File: src/rtl/mfs_pkg.sv
`timescale 1ns / 1ps
`default_nettype none
// Package for the measurement frame smoother: item structs, state codes,
// tag, range and register index codes, and fixed arithmetic constants.
// No dependencies.
package mfs_pkg;

	// Fixed field widths
	localparam int TAG_W          = 4;
	localparam int COUNT_FIELD_W  = 32;
	localparam int FREQ_W         = 32;
	localparam int DUTY_W         = 15;
	localparam int INTERVAL_W     = 63;
	localparam int CFG_INDEX_W    = 2;
	localparam int CFG_DATA_W     = 24;
	localparam int INT_THR_W      = 24;
	localparam int PERIOD_W       = 8;

	// Input item
	typedef struct packed {
		logic [TAG_W-1:0]         tag;
		logic [COUNT_FIELD_W-1:0] count_value;
	} mfs_in_t;

	// Result item
	typedef struct packed {
		logic [FREQ_W-1:0]     frequency_hz;
		logic [DUTY_W-1:0]     duty_percent_q8;
		logic [INTERVAL_W-1:0] interval_ns_q16;
		logic                  duty_valid;
	} mfs_out_t;

	// Divider status towards the sequencer
	typedef struct packed {
		logic busy;
		logic done;
	} mfs_div_stat_t;

	// Sequencer states
	typedef enum logic [3:0] {
		ST_IDLE,
		ST_DUTY_DIV,
		ST_DUTY_SMOOTH,
		ST_COUNT,
		ST_INT_SCALE,
		ST_INT_DIV,
		ST_INT_CHK,
		ST_INT_PREP,
		ST_INT_SMOOTH,
		ST_DONE
	} mfs_state_t;

	// Frame tags
	localparam logic [TAG_W-1:0] TAG_FREQ      = 4'd1;
	localparam logic [TAG_W-1:0] TAG_LOW       = 4'd3;
	localparam logic [TAG_W-1:0] TAG_HIGH      = 4'd4;
	localparam logic [TAG_W-1:0] TAG_INTERVAL  = 4'd5;
	localparam logic [TAG_W-1:0] TAG_RANGE     = 4'd6;

	// Interval range codes
	localparam int RANGE_X1    = 1;
	localparam int RANGE_X500  = 2;
	localparam int RANGE_X5000 = 3;

	// Register indexes
	localparam logic [CFG_INDEX_W-1:0] CFG_DUTY_THR   = 2'd0;
	localparam logic [CFG_INDEX_W-1:0] CFG_INT_THR    = 2'd1;
	localparam logic [CFG_INDEX_W-1:0] CFG_CLK_PERIOD = 2'd2;

	// Register reset values
	localparam logic [DUTY_W-1:0]    DUTY_THR_RST   = 15'd384;
	localparam logic [INT_THR_W-1:0] INT_THR_RST    = 24'd327680;
	localparam logic [PERIOD_W-1:0]  CLK_PERIOD_RST = 8'd20;

	// Count reset values
	localparam int FREQ_RST     = 1;
	localparam int LOW_RST      = 3;
	localparam int HIGH_RST     = 4;
	localparam int INTERVAL_RST = 5;

	// Arithmetic constants
	localparam logic [DUTY_W-1:0] DUTY_FULL = 15'd25600;
	localparam int SMOOTH_DIV    = 5;
	localparam int SMOOTH_ROUND  = 2;
	localparam int RANGE2_DIV    = 500;
	localparam int RANGE2_ROUND  = 250;
	localparam int RANGE3_DIV    = 5000;
	localparam int RANGE3_ROUND  = 2500;
	localparam int CONST_DEN_W   = $clog2(RANGE3_DIV + 1);
	localparam int Q16_SHIFT     = 16;
	localparam int DUTY_MUL_W    = 15;
	localparam int DUTY_SMOOTH_W = 17;

endpackage
`default_nettype wire

File: src/rtl/measurement_frame_smoother_core.sv
`timescale 1ns / 1ps
`default_nettype none
// Measurement frame smoother top level: count store, duty and interval
// sequencer, configuration registers and result register.
// Depends on mfs_pkg and mfs_sdiv.
//
//   Channel  Handshake           Payload
//   in       in_valid/in_stall   in_data   (mfs_in_t: tag, count_value)
//   out      out_valid/out_stall out_data  (mfs_out_t: four result fields)
//   cfg      cfg_valid/cfg_ready cfg_index, cfg_data (ready is always high)
//
// One item at a time. An ordinary frame runs the duty steps from accept to result;
// a tag 6 frame with a valid range adds the interval scaling and smoothing steps.
// All divisions share one divider, which yields one quotient bit per cycle.
// Zero duty sum skips the duty division. Reset returns counts to their reset values.
// A finished result waits in the output register while the next item is taken in.
module measurement_frame_smoother_core
	import mfs_pkg::*;
#(
	parameter int COUNT_WIDTH = 32
) (
	input  wire                    clk,
	input  wire                    arst_n,
	input  wire                    in_valid,
	output logic                   in_stall,
	input  wire mfs_in_t           in_data,
	output logic                   out_valid,
	input  wire                    out_stall,
	output mfs_out_t               out_data,
	input  wire                    cfg_valid,
	output logic                   cfg_ready,
	input  wire [CFG_INDEX_W-1:0]  cfg_index,
	input  wire [CFG_DATA_W-1:0]   cfg_data
);

	localparam int CW         = COUNT_WIDTH;
	localparam int SUM_W      = CW + 1;
	localparam int DUTY_NUM_W = CW + DUTY_MUL_W;
	localparam int PROD_W     = CW + PERIOD_W;
	localparam int X_W        = PROD_W + Q16_SHIFT;
	localparam int NUM_W      = X_W + 3;
	localparam int DEN_W      = (SUM_W > CONST_DEN_W) ? SUM_W : CONST_DEN_W;
	localparam int STEP_W     = $clog2(NUM_W + 1);
	localparam int DUTY_SHIFT = NUM_W - DUTY_NUM_W;
	localparam int DSM_SHIFT  = NUM_W - DUTY_SMOOTH_W;
	localparam int X_SHIFT    = NUM_W - X_W;

	mfs_state_t        state_q, state_d;
	mfs_div_stat_t     div_stat;
	logic              div_start;
	logic [NUM_W-1:0]  div_num;
	logic [DEN_W-1:0]  div_den;
	logic [STEP_W-1:0] div_steps;
	logic [NUM_W-1:0]  div_quo;
	logic              out_load;

	logic [TAG_W-1:0]    tag_q;
	logic [CW-1:0]       cnt_q;
	logic                duty_valid_q;
	logic [CW-1:0]       freq_count_q;
	logic [CW-1:0]       low_count_q;
	logic [CW-1:0]       high_count_q;
	logic [CW-1:0]       interval_count_q;
	logic [DUTY_W-1:0]   duty_last_q;
	logic [X_W-1:0]      interval_last_q;
	logic [PROD_W-1:0]   prod_q;
	logic [X_W-1:0]      xval_q;
	logic [DUTY_W-1:0]   duty_thr_q;
	logic [INT_THR_W-1:0] int_thr_q;
	logic [PERIOD_W-1:0] clk_period_q;
	logic                out_valid_q;
	mfs_out_t            out_data_q;

	logic [SUM_W-1:0]         duty_sum;
	logic                     sum_nz;
	logic [DUTY_NUM_W-1:0]    duty_num;
	logic [DUTY_W-1:0]        raw_duty;
	logic [DUTY_W-1:0]        duty_diff;
	logic                     duty_jump;
	logic [DUTY_SMOOTH_W-1:0] duty_smooth_num;
	logic [X_W-1:0]           x_full;
	logic [X_W-1:0]           x_round;
	logic [X_W-1:0]           int_diff;
	logic                     int_jump;
	logic [NUM_W-1:0]         int_smooth_num;
	logic                     range_one;
	logic                     range_two;
	logic                     range_three;

	// Duty ratio operands from the counts held before this frame
	assign duty_sum = SUM_W'(low_count_q) + SUM_W'(high_count_q);
	assign sum_nz   = (duty_sum != '0);
	assign duty_num = DUTY_NUM_W'(high_count_q) * DUTY_NUM_W'(DUTY_FULL);
	assign raw_duty = div_quo[DUTY_W-1:0];

	// Duty jump test and smoothing numerator
	always_comb begin
		if (raw_duty > duty_last_q) begin
			duty_diff = raw_duty - duty_last_q;
		end else begin
			duty_diff = duty_last_q - raw_duty;
		end
	end
	assign duty_jump       = (duty_diff > duty_thr_q);
	assign duty_smooth_num = DUTY_SMOOTH_W'({duty_last_q, 2'b00})
		+ DUTY_SMOOTH_W'(raw_duty) + DUTY_SMOOTH_W'(SMOOTH_ROUND);

	// Interval scaling operands
	assign range_one   = (cnt_q == CW'(RANGE_X1));
	assign range_two   = (cnt_q == CW'(RANGE_X500));
	assign range_three = (cnt_q == CW'(RANGE_X5000));
	assign x_full      = {prod_q, {Q16_SHIFT{1'b0}}};
	assign x_round     = x_full + (range_two ? X_W'(RANGE2_ROUND) : X_W'(RANGE3_ROUND));

	// Interval jump test and smoothing numerator
	always_comb begin
		if (xval_q > interval_last_q) begin
			int_diff = xval_q - interval_last_q;
		end else begin
			int_diff = interval_last_q - xval_q;
		end
	end
	assign int_jump       = (int_diff > X_W'(int_thr_q));
	assign int_smooth_num = NUM_W'({interval_last_q, 2'b00}) + NUM_W'(xval_q)
		+ NUM_W'(SMOOTH_ROUND);

	// Shared serial divider
	mfs_sdiv #(
		.NUM_W (NUM_W),
		.DEN_W (DEN_W)
	) u_div (
		.clk    (clk),
		.arst_n (arst_n),
		.start  (div_start),
		.num    (div_num),
		.den    (div_den),
		.steps  (div_steps),
		.stat   (div_stat),
		.quo    (div_quo)
	);

	// State register
	always_ff @(posedge clk or negedge arst_n) begin
		if (!arst_n) begin
			state_q <= ST_IDLE;
		end else begin
			state_q <= state_d;
		end
	end

	// Next state, divider requests and handshake
	always_comb begin
		state_d   = state_q;
		in_stall  = 1'b1;
		div_start = 1'b0;
		div_num   = '0;
		div_den   = '0;
		div_steps = '0;
		out_load  = 1'b0;
		unique case (state_q)
			ST_IDLE: begin
				in_stall = 1'b0;
				if (in_valid) begin
					if (sum_nz) begin
						div_start = 1'b1;
						div_num   = NUM_W'(duty_num) << DUTY_SHIFT;
						div_den   = DEN_W'(duty_sum);
						div_steps = STEP_W'(DUTY_NUM_W);
						state_d   = ST_DUTY_DIV;
					end else begin
						state_d = ST_COUNT;
					end
				end
			end
			ST_DUTY_DIV: begin
				if (div_stat.done) begin
					if (duty_jump) begin
						state_d = ST_COUNT;
					end else begin
						div_start = 1'b1;
						div_num   = NUM_W'(duty_smooth_num) << DSM_SHIFT;
						div_den   = DEN_W'(SMOOTH_DIV);
						div_steps = STEP_W'(DUTY_SMOOTH_W);
						state_d   = ST_DUTY_SMOOTH;
					end
				end
			end
			ST_DUTY_SMOOTH: begin
				if (div_stat.done) begin
					state_d = ST_COUNT;
				end
			end
			ST_COUNT: begin
				if (tag_q == TAG_RANGE && (range_one || range_two || range_three)) begin
					state_d = ST_INT_SCALE;
				end else begin
					state_d = ST_DONE;
				end
			end
			ST_INT_SCALE: begin
				if (range_one) begin
					state_d = ST_INT_CHK;
				end else begin
					div_start = 1'b1;
					div_num   = NUM_W'(x_round) << X_SHIFT;
					div_den   = range_two ? DEN_W'(RANGE2_DIV) : DEN_W'(RANGE3_DIV);
					div_steps = STEP_W'(X_W);
					state_d   = ST_INT_DIV;
				end
			end
			ST_INT_DIV: begin
				if (div_stat.done) begin
					state_d = ST_INT_CHK;
				end
			end
			ST_INT_CHK: begin
				state_d = int_jump ? ST_DONE : ST_INT_PREP;
			end
			ST_INT_PREP: begin
				div_start = 1'b1;
				div_num   = int_smooth_num;
				div_den   = DEN_W'(SMOOTH_DIV);
				div_steps = STEP_W'(NUM_W);
				state_d   = ST_INT_SMOOTH;
			end
			ST_INT_SMOOTH: begin
				if (div_stat.done) begin
					state_d = ST_DONE;
				end
			end
			ST_DONE: begin
				if (!out_valid_q || !out_stall) begin
					out_load = 1'b1;
					state_d  = ST_IDLE;
				end
			end
			default: begin
				state_d = ST_IDLE;
			end
		endcase
	end

	// Stored counts and smoothed values
	always_ff @(posedge clk or negedge arst_n) begin
		if (!arst_n) begin
			freq_count_q     <= CW'(FREQ_RST);
			low_count_q      <= CW'(LOW_RST);
			high_count_q     <= CW'(HIGH_RST);
			interval_count_q <= CW'(INTERVAL_RST);
			duty_last_q      <= '0;
			interval_last_q  <= '0;
		end else begin
			unique case (state_q)
				ST_DUTY_DIV: begin
					if (div_stat.done && duty_jump) begin
						duty_last_q <= raw_duty;
					end
				end
				ST_DUTY_SMOOTH: begin
					if (div_stat.done) begin
						duty_last_q <= div_quo[DUTY_W-1:0];
					end
				end
				ST_COUNT: begin
					unique case (tag_q)
						TAG_FREQ:     freq_count_q     <= cnt_q;
						TAG_LOW:      low_count_q      <= cnt_q;
						TAG_HIGH:     high_count_q     <= cnt_q;
						TAG_INTERVAL: interval_count_q <= cnt_q;
						default: begin
						end
					endcase
				end
				ST_INT_CHK: begin
					if (int_jump) begin
						interval_last_q <= xval_q;
					end
				end
				ST_INT_SMOOTH: begin
					if (div_stat.done) begin
						interval_last_q <= div_quo[X_W-1:0];
					end
				end
				default: begin
				end
			endcase
		end
	end

	// Frame capture, interval product and candidate value
	always_ff @(posedge clk) begin
		if (state_q == ST_IDLE && in_valid) begin
			tag_q        <= in_data.tag;
			cnt_q        <= in_data.count_value[CW-1:0];
			duty_valid_q <= sum_nz;
		end
		if (state_q == ST_COUNT) begin
			prod_q <= PROD_W'(interval_count_q) * PROD_W'(clk_period_q);
		end
		if (state_q == ST_INT_SCALE && range_one) begin
			xval_q <= x_full;
		end else if (state_q == ST_INT_DIV && div_stat.done) begin
			xval_q <= div_quo[X_W-1:0];
		end
		if (out_load) begin
			out_data_q.frequency_hz    <= FREQ_W'(freq_count_q);
			out_data_q.duty_percent_q8 <= DUTY_FULL - duty_last_q;
			out_data_q.interval_ns_q16 <= INTERVAL_W'(interval_last_q);
			out_data_q.duty_valid      <= duty_valid_q;
		end
	end

	// Output register valid flag: hold until taken
	always_ff @(posedge clk or negedge arst_n) begin
		if (!arst_n) begin
			out_valid_q <= 1'b0;
		end else if (out_load) begin
			out_valid_q <= 1'b1;
		end else if (!out_stall) begin
			out_valid_q <= 1'b0;
		end
	end

	assign out_valid = out_valid_q;
	assign out_data  = out_data_q;

	// Configuration registers: drop writes beyond the list
	assign cfg_ready = 1'b1;
	always_ff @(posedge clk or negedge arst_n) begin
		if (!arst_n) begin
			duty_thr_q   <= DUTY_THR_RST;
			int_thr_q    <= INT_THR_RST;
			clk_period_q <= CLK_PERIOD_RST;
		end else if (cfg_valid) begin
			unique case (cfg_index)
				CFG_DUTY_THR:   duty_thr_q   <= cfg_data[DUTY_W-1:0];
				CFG_INT_THR:    int_thr_q    <= cfg_data[INT_THR_W-1:0];
				CFG_CLK_PERIOD: clk_period_q <= cfg_data[PERIOD_W-1:0];
				default: begin
				end
			endcase
		end
	end

	a_div_free: assert property (@(posedge clk) disable iff (!arst_n)
		div_start |-> !div_stat.busy)
		else $error("divider restarted while busy");

	a_duty_quo: assert property (@(posedge clk) disable iff (!arst_n)
		(state_q == ST_DUTY_DIV && div_stat.done) |-> (div_quo <= NUM_W'(DUTY_FULL)))
		else $error("raw duty above full scale");

	a_duty_last: assert property (@(posedge clk) disable iff (!arst_n)
		duty_last_q <= DUTY_FULL)
		else $error("smoothed duty above full scale");

	a_result_shown: assert property (@(posedge clk) disable iff (!arst_n)
		(state_q == ST_DONE && state_d == ST_IDLE) |=> out_valid)
		else $error("finished item not presented");

endmodule
`default_nettype wire

File: src/rtl/mfs_sdiv.sv
`timescale 1ns / 1ps
`default_nettype none
// Bit-serial restoring divider: one quotient bit per cycle, MSB first.
// Depends on mfs_pkg for the status struct.
module mfs_sdiv
	import mfs_pkg::*;
#(
	parameter int NUM_W = 59,
	parameter int DEN_W = 33
) (
	input  wire                           clk,
	input  wire                           arst_n,
	input  wire                           start,
	input  wire [NUM_W-1:0]               num,
	input  wire [DEN_W-1:0]               den,
	input  wire [$clog2(NUM_W + 1)-1:0]   steps,
	output mfs_div_stat_t                 stat,
	output logic [NUM_W-1:0]              quo
);

	localparam int STEP_W = $clog2(NUM_W + 1);

	logic [DEN_W-1:0]  rem_q;
	logic [DEN_W-1:0]  den_q;
	logic [NUM_W-1:0]  num_q;
	logic [STEP_W-1:0] cnt_q;
	logic              done_q;
	logic              busy;
	logic [DEN_W:0]    shifted;
	logic [DEN_W:0]    trial;
	logic              fits;

	// Bring down the next dividend bit and try the subtraction
	assign busy    = (cnt_q != '0);
	assign shifted = {rem_q, num_q[NUM_W-1]};
	assign trial   = shifted - {1'b0, den_q};
	assign fits    = (shifted >= {1'b0, den_q});

	// Step counter and completion flag
	always_ff @(posedge clk or negedge arst_n) begin
		if (!arst_n) begin
			cnt_q  <= '0;
			done_q <= 1'b0;
		end else begin
			done_q <= (cnt_q == STEP_W'(1));
			if (start) begin
				cnt_q <= steps;
			end else if (busy) begin
				cnt_q <= cnt_q - STEP_W'(1);
			end
		end
	end

	// Remainder and dividend shift register; quotient bits enter at the bottom
	always_ff @(posedge clk) begin
		if (start) begin
			rem_q <= '0;
			den_q <= den;
			num_q <= num;
		end else if (busy) begin
			rem_q <= fits ? trial[DEN_W-1:0] : shifted[DEN_W-1:0];
			num_q <= {num_q[NUM_W-2:0], fits};
		end
	end

	assign stat.busy = busy;
	assign stat.done = done_q;
	assign quo       = num_q;

	a_start_steps: assert property (@(posedge clk) disable iff (!arst_n)
		start |-> (steps != '0))
		else $error("divider started with no steps");

	a_done_idle: assert property (@(posedge clk) disable iff (!arst_n)
		done_q |-> (cnt_q == '0))
		else $error("divider flagged done while still stepping");

	a_rem_below_den: assert property (@(posedge clk) disable iff (!arst_n)
		busy |-> (rem_q < den_q))
		else $error("divider remainder not below divisor");

endmodule
`default_nettype wire

File: config.mk
export PLATFORM = sky130hd
export DESIGN_NAME = measurement_frame_smoother_core
export DESIGN_NICKNAME = d
export VERILOG_FILES = /design/src/rtl/mfs_pkg.sv /design/src/rtl/measurement_frame_smoother_core.sv /design/src/rtl/mfs_sdiv.sv
export SDC_FILE = /design/constraint.sdc
export NUM_CORES = 2
export LEC_CHECK = 0
export ABC_AREA = 1
export BUFFER_PORTS_ARGS = -buffer_cell sky130_fd_sc_hd__buf_2
export CAP_MARGIN = 40
export CORE_UTILIZATION = 35
export DETAILED_ROUTE_END_ITERATION = 12
export HOLD_SLACK_MARGIN = 0.12
export PLACE_DENSITY_LB_ADDON = 0.1
export SKIP_CTS_REPAIR_TIMING = 1
export SLEW_MARGIN = 10
export SYNTH_ARGS = -nofsm -noshare
export SYNTH_HDL_FRONTEND = slang
export SYNTH_SLANG_ARGS = --single-unit
File: constraint.sdc
create_clock -name clk -period 6.5 [get_ports clk]
set_input_delay 0 -clock clk [delete_from_list [all_inputs] [get_ports clk]]
set_output_delay 0 -clock clk [all_outputs]
set_load 0.02 [all_outputs]
==> flow_summary.html <==
<table>
<tr><th>Metric</th><th>Value</th></tr>
<tr><th colspan="2">Setup path</th></tr>
<tr><td>Data arrival time of the critical path</td><td>6.62 ns</td></tr>
<tr><td>Largest stage delay, worst path</td><td>0.50 ns</td></tr>
<tr><td>Cell at the slowest stage of the critical path</td><td>sky130_fd_sc_hd__fa_1</td></tr>
<tr><td>Endpoint kind of the worst setup timing path</td><td>flip-flop</td></tr>
<tr><td>CP Class</td><td>flip-flop to flip-flop</td></tr>
<tr><td>Type of element launching the critical path</td><td>flip-flop</td></tr>
<tr><td>Number of cell instances on the worst register-to-register path</td><td>37</td></tr>
<tr><td>Required arrival time at the worst endpoint</td><td>7.12 ns</td></tr>
<tr><td>Max Fanout on Critical Path</td><td>56</td></tr>
<tr><td>Cell repeated most along the worst path</td><td>sky130_fd_sc_hd__nand2_1</td></tr>
<tr><th colspan="2">Job</th></tr>
<tr><td>Number of maximum-capacitance constraint violations</td><td>0</td></tr>
<tr><th colspan="2">Detailed routing</th></tr>
<tr><td>Iter 0 DRT Violations</td><td>3,972</td></tr>
<tr><td>Average wire per cell in the routed design</td><td>21.3 um</td></tr>
<tr><td>Via count</td><td>51,200</td></tr>
<tr><td>First-pass iteration count of the detailed router</td><td>6</td></tr>
<tr><td>DR DRC count</td><td>0</td></tr>
<tr><td>Vias per std cell</td><td>5.05</td></tr>
<tr><td>Routed wire length</td><td>216 mm</td></tr>
<tr><td>Number of antenna-violating nets in the routed design</td><td>0</td></tr>
<tr><th colspan="2">Clock network</th></tr>
<tr><td>Clock-pin slew on the worst setup and hold paths</td><td>0.06 ns</td></tr>
<tr><td>Inserted Clock Buffers</td><td>80</td></tr>
<tr><td>Number of clock sinks seen by CTS</td><td>620</td></tr>
<tr><td>Root Buffer Master</td><td>sky130_fd_sc_hd__clkbuf_16</td></tr>
<tr><td>TritonCTS clock tree</td><td>done</td></tr>
<tr><td>Clock latency reported for the late side of the worst-skew pair</td><td>0.73 ns</td></tr>
<tr><td>H-tree depth</td><td>3</td></tr>
<tr><td>Longest Clk Path Bufs</td><td>3</td></tr>
<tr><th colspan="2">Logic synthesis</th></tr>
<tr><td>Synthesized cell area</td><td>55,400 um^2</td></tr>
<tr><td>Count of distinct cell types in the synthesized netlist</td><td>60</td></tr>
<tr><td>Synth warnings</td><td>0</td></tr>
<tr><td>Fraction of the yosys area taken by sequential cells</td><td>30.4%</td></tr>
<tr><td>Main synth FF type</td><td>sky130_fd_sc_hd__edfxtp_1</td></tr>
<tr><td>Synthesized instance count</td><td>7,698</td></tr>
<tr><td>Number of synthesized flops with an enable pin</td><td>313</td></tr>
<tr><td>Mean post-synth cell area</td><td>7.20 um^2</td></tr>
<tr><td>Flip-flop and latch count after synthesis</td><td>620</td></tr>
<tr><td>Async set-reset flop share out of synthesis</td><td>41.6%</td></tr>
<tr><th colspan="2">Placed design</th></tr>
<tr><td>Port buffer count</td><td>172</td></tr>
<tr><td>Area after DPL</td><td>59,300 um^2</td></tr>
<tr><td>HPWL reported at the end of detailed placement</td><td>178 mm</td></tr>
<tr><td>Placement Setup Slack</td><td>0.452 ns</td></tr>
<tr><td>Placer's final routability congestion estimate</td><td>0.999</td></tr>
<tr><th colspan="2">GRT</th></tr>
<tr><td>Vias in the first global route</td><td>49,500</td></tr>
<tr><td>Antenna violations before repair</td><td>8</td></tr>
<tr><td>Largest net degree at the start of global routing</td><td>104</td></tr>
<tr><td>Remaining global-route overflow</td><td>0</td></tr>
<tr><td>Total track usage</td><td>26.7%</td></tr>
<tr><td>First-pass GRT wire length</td><td>319 mm</td></tr>
<tr><th colspan="2">Finish</th></tr>
<tr><td>Layout overhead on the synthesized area</td><td>14.2%</td></tr>
<tr><td>Share of post-route cells with drive strength above 1</td><td>6.51%</td></tr>
<tr><td>Leading cell types in the layout, fill and taps excluded</td><td>sky130_fd_sc_hd__nand2_1 (2,167), sky130_fd_sc_hd__inv_1 (1,414), sky130_fd_sc_hd__a21oi_1 (512), sky130_fd_sc_hd__o21ai_0 (512), sky130_fd_sc_hd__ha_1 (475)</td></tr>
<tr><td>Area occupied by multi-input gates</td><td>32,300 um^2</td></tr>
<tr><td>Fill cell total of the finished layout</td><td>16,600</td></tr>
<tr><td>Post-Layout Inst Area</td><td>63,300 um^2</td></tr>
<tr><td>Most common cell after layout, fill and taps aside</td><td>sky130_fd_sc_hd__nand2_1</td></tr>
<tr><td>Diodes inserted</td><td>0</td></tr>
<tr><td>Net total in the final layout</td><td>8,766</td></tr>
<tr><td>Sequential cell area in the final layout</td><td>16,900 um^2</td></tr>
<tr><th colspan="2">Pwr</th></tr>
<tr><td>Switching fraction of total power</td><td>52.0%</td></tr>
<tr><td>Power share of the combinational group</td><td>62.0%</td></tr>
<tr><td>Worst-case vdd ir drop</td><td>304 uV</td></tr>
<tr><td>P_sw</td><td>0.0157 W</td></tr>
<tr><td>Cell Pwr Density</td><td>478 nW/um^2</td></tr>
<tr><td>Clk pwr share</td><td>15.0%</td></tr>
<tr><td>Static leakage</td><td>32.7 nW</td></tr>
<tr><td>Power share of the sequential group</td><td>23.0%</td></tr>
<tr><td>Int Pwr</td><td>0.0145 W</td></tr>
<tr><th colspan="2">Die</th></tr>
<tr><td>Die H</td><td>400 um</td></tr>
<tr><td>I/O pin count</td><td>181</td></tr>
<tr><td>Horizontal die dimension</td><td>400 um</td></tr>
<tr><td>Area of the die</td><td>160,000 um^2</td></tr>
<tr><td>Initial Utilization</td><td>35.4%</td></tr>
<tr><td>Number of core rows</td><td>145</td></tr>
<tr><td>Floorplan Core Area</td><td>157,000 um^2</td></tr>
<tr><th colspan="2">Timing</th></tr>
<tr><td>Setup_tns</td><td>0 ns</td></tr>
<tr><td>Highest clock frequency the design can meet</td><td>0.167 GHz</td></tr>
<tr><td>Post-layout minimum cycle time</td><td>6.00 ns</td></tr>
<tr><td>Worst hold slack</td><td>0.172 ns</td></tr>
<tr><td>Worst clock skew</td><td>0.0627 ns</td></tr>
<tr><td>Final slew viol count</td><td>0</td></tr>
<tr><td>Slew at the pin closest to its max-slew limit</td><td>0.896 ns</td></tr>
<tr><td>Final Hold Fails</td><td>0</td></tr>
<tr><td>Number of setup violations in the final report</td><td>0</td></tr>
<tr><td>Least setup slack across all paths after layout</td><td>0.502 ns</td></tr>
<tr><td>RSZ-0062 raised after global routing</td><td>no</td></tr>
<tr><td>Relative max-transition margin</td><td>40.2%</td></tr>
<tr><td>Final cycle utilization of the critical path</td><td>92.3%</td></tr>
<tr><th colspan="2">Run status</th></tr>
<tr><td>Result of the run</td><td>finished clean</td></tr>
<tr><th colspan="2">Worst hold path</th></tr>
<tr><td>Number of cells traversed by the worst hold path</td><td>4</td></tr>
<tr><td>Path type of the worst min-delay path</td><td>input pin to flip-flop</td></tr>
</table>
==> power by group through the flow <==
stage | clock network (W) | registers [W] | logic [W]
2_1_floorplan | 0 | 0.00627 | 0.0127
3_3_place_gp | 0 | 0.00699 | 0.0185
3_5_place_dp | 0 | 0.00700 | 0.0185
4_1_cts | 0.00465 | 0.00694 | 0.0186
5_1_grt | 0.00480 | 0.00707 | 0.0210
6_report | 0.00455 | 0.00695 | 0.0187
==> state kept, by name, indices dropped and copies added (netlist names), 8 cells and up <==
signal	count
low_count_q	32
high_count_q	32
duty_thr_q	15
cnt_q	32
u_div.den_q	33
u_div.quo	59
xval_q	56
interval_count_q	32
interval_last_q	56
clk_period_q	8
duty_last_q	15
freq_count_q	32
int_thr_q	24
u_div.rem_q	33
out_data	104
prod_q	40
==> worst max-delay path, delay by kind of cell (launching register included) <==
| family | cells | cell delay, ns |
|---|---|---|
| xor gates and xnor gates | 1 | 0.18 |
| buffers and inverters | 6 | 0.97 |
| adders and majority gates | 3 | 1.02 |
| and+or+nand+nor | 24 | 2.64 |
| DFF | 1 | 0.32 |
| AOI/OAI and AO/OA | 3 | 0.71 |
==> worst paths after layout <==
path                                       to             from  slack [ns]
max                        interval_last_q[3]        xval_q[0]        0.50
min                             duty_thr_q[9]      cfg_data[9]        0.17
max reg2reg                interval_last_q[3]        xval_q[0]        0.50
min reg2reg                      out_data[87]  freq_count_q[8]        0.44
max in group asynchronous      duty_last_q[1]           arst_n        5.21
min in group asynchronous     freq_count_q[0]           arst_n        0.42
==> logic make-up (layout without fill, tap and decap cells) <==
kind of cell / after synthesis / count (layout) / share of synthesized area, %
DFF: 620 / 620 / 30.4
other: 2 / 8 / 0.0136
and+or+nand+nor: 3288 / 3288 / 24.3
xor gates and xnor gates: 183 / 183 / 2.89
AOI/OAI and AO/OA: 1267 / 1267 / 12.5
adders and majority gates: 690 / 690 / 18.5
buffers and inverters: 1648 / 2021 / 11.4
==> area by class of cell <==
cell class,count,share of cell area (%)
clock buffers,121,3.62
clock inverters,29,0.605
inverters,1425,8.46
multi-input cells,5436,51.1
flip-flops and latches,620,26.6
well taps,2058,4.07
repair buffers,446,5.48
==> synthesized netlist by cell type, drive strengths merged, types with 21 or more instances <==
| cell | instances | area (um^2) |
|---|---|---|
| edfxtp | 313 | 9400 |
| o211ai | 49 | 368 |
| o21ai | 516 | 2580 |
| a21oi | 513 | 2570 |
| o21bai | 30 | 225 |
| xnor2 | 65 | 569 |
| buf | 59 | 358 |
| a31oi | 42 | 263 |
| dfrtp | 246 | 6160 |
| ha | 475 | 5940 |
| nor3 | 56 | 280 |
| clkbuf | 164 | 616 |
| nand3 | 414 | 2080 |
| dfxtp | 49 | 981 |
| nor2 | 494 | 1940 |
| inv | 1423 | 5340 |
| nand2 | 2191 | 8280 |
| a21o | 22 | 165 |
| fa | 215 | 4300 |
| xor2 | 118 | 1030 |
| nand4 | 68 | 425 |
| o21a | 21 | 158 |
==> routing by layer <==
metal / up-vias / GRT usage, % / routed length [um]
met5: - / 0 / 0
met4: 0 / 9.19 / 7740
met3: 265 / 2.73 / 10700
met2: 1427 / 42.5 / 97300
met1: 24300 / 37.5 / 100000
li1: 25200 / - / -
==> stage by stage <==
stage / power [W] / std cells / utilization, %
finish: 0.0302 / 10100 / 40.4
global placement: 0.0255 / 9850 / 37.8
global route: 0.0329 / 10100 / 40.4
floorplan: 0.0190 / 7704 / -
CTS: 0.0302 / 10000 / 39.6
detailed placement: 0.0255 / 9855 / 37.9
No activity file was read; power rests on OpenSTA's default activity.
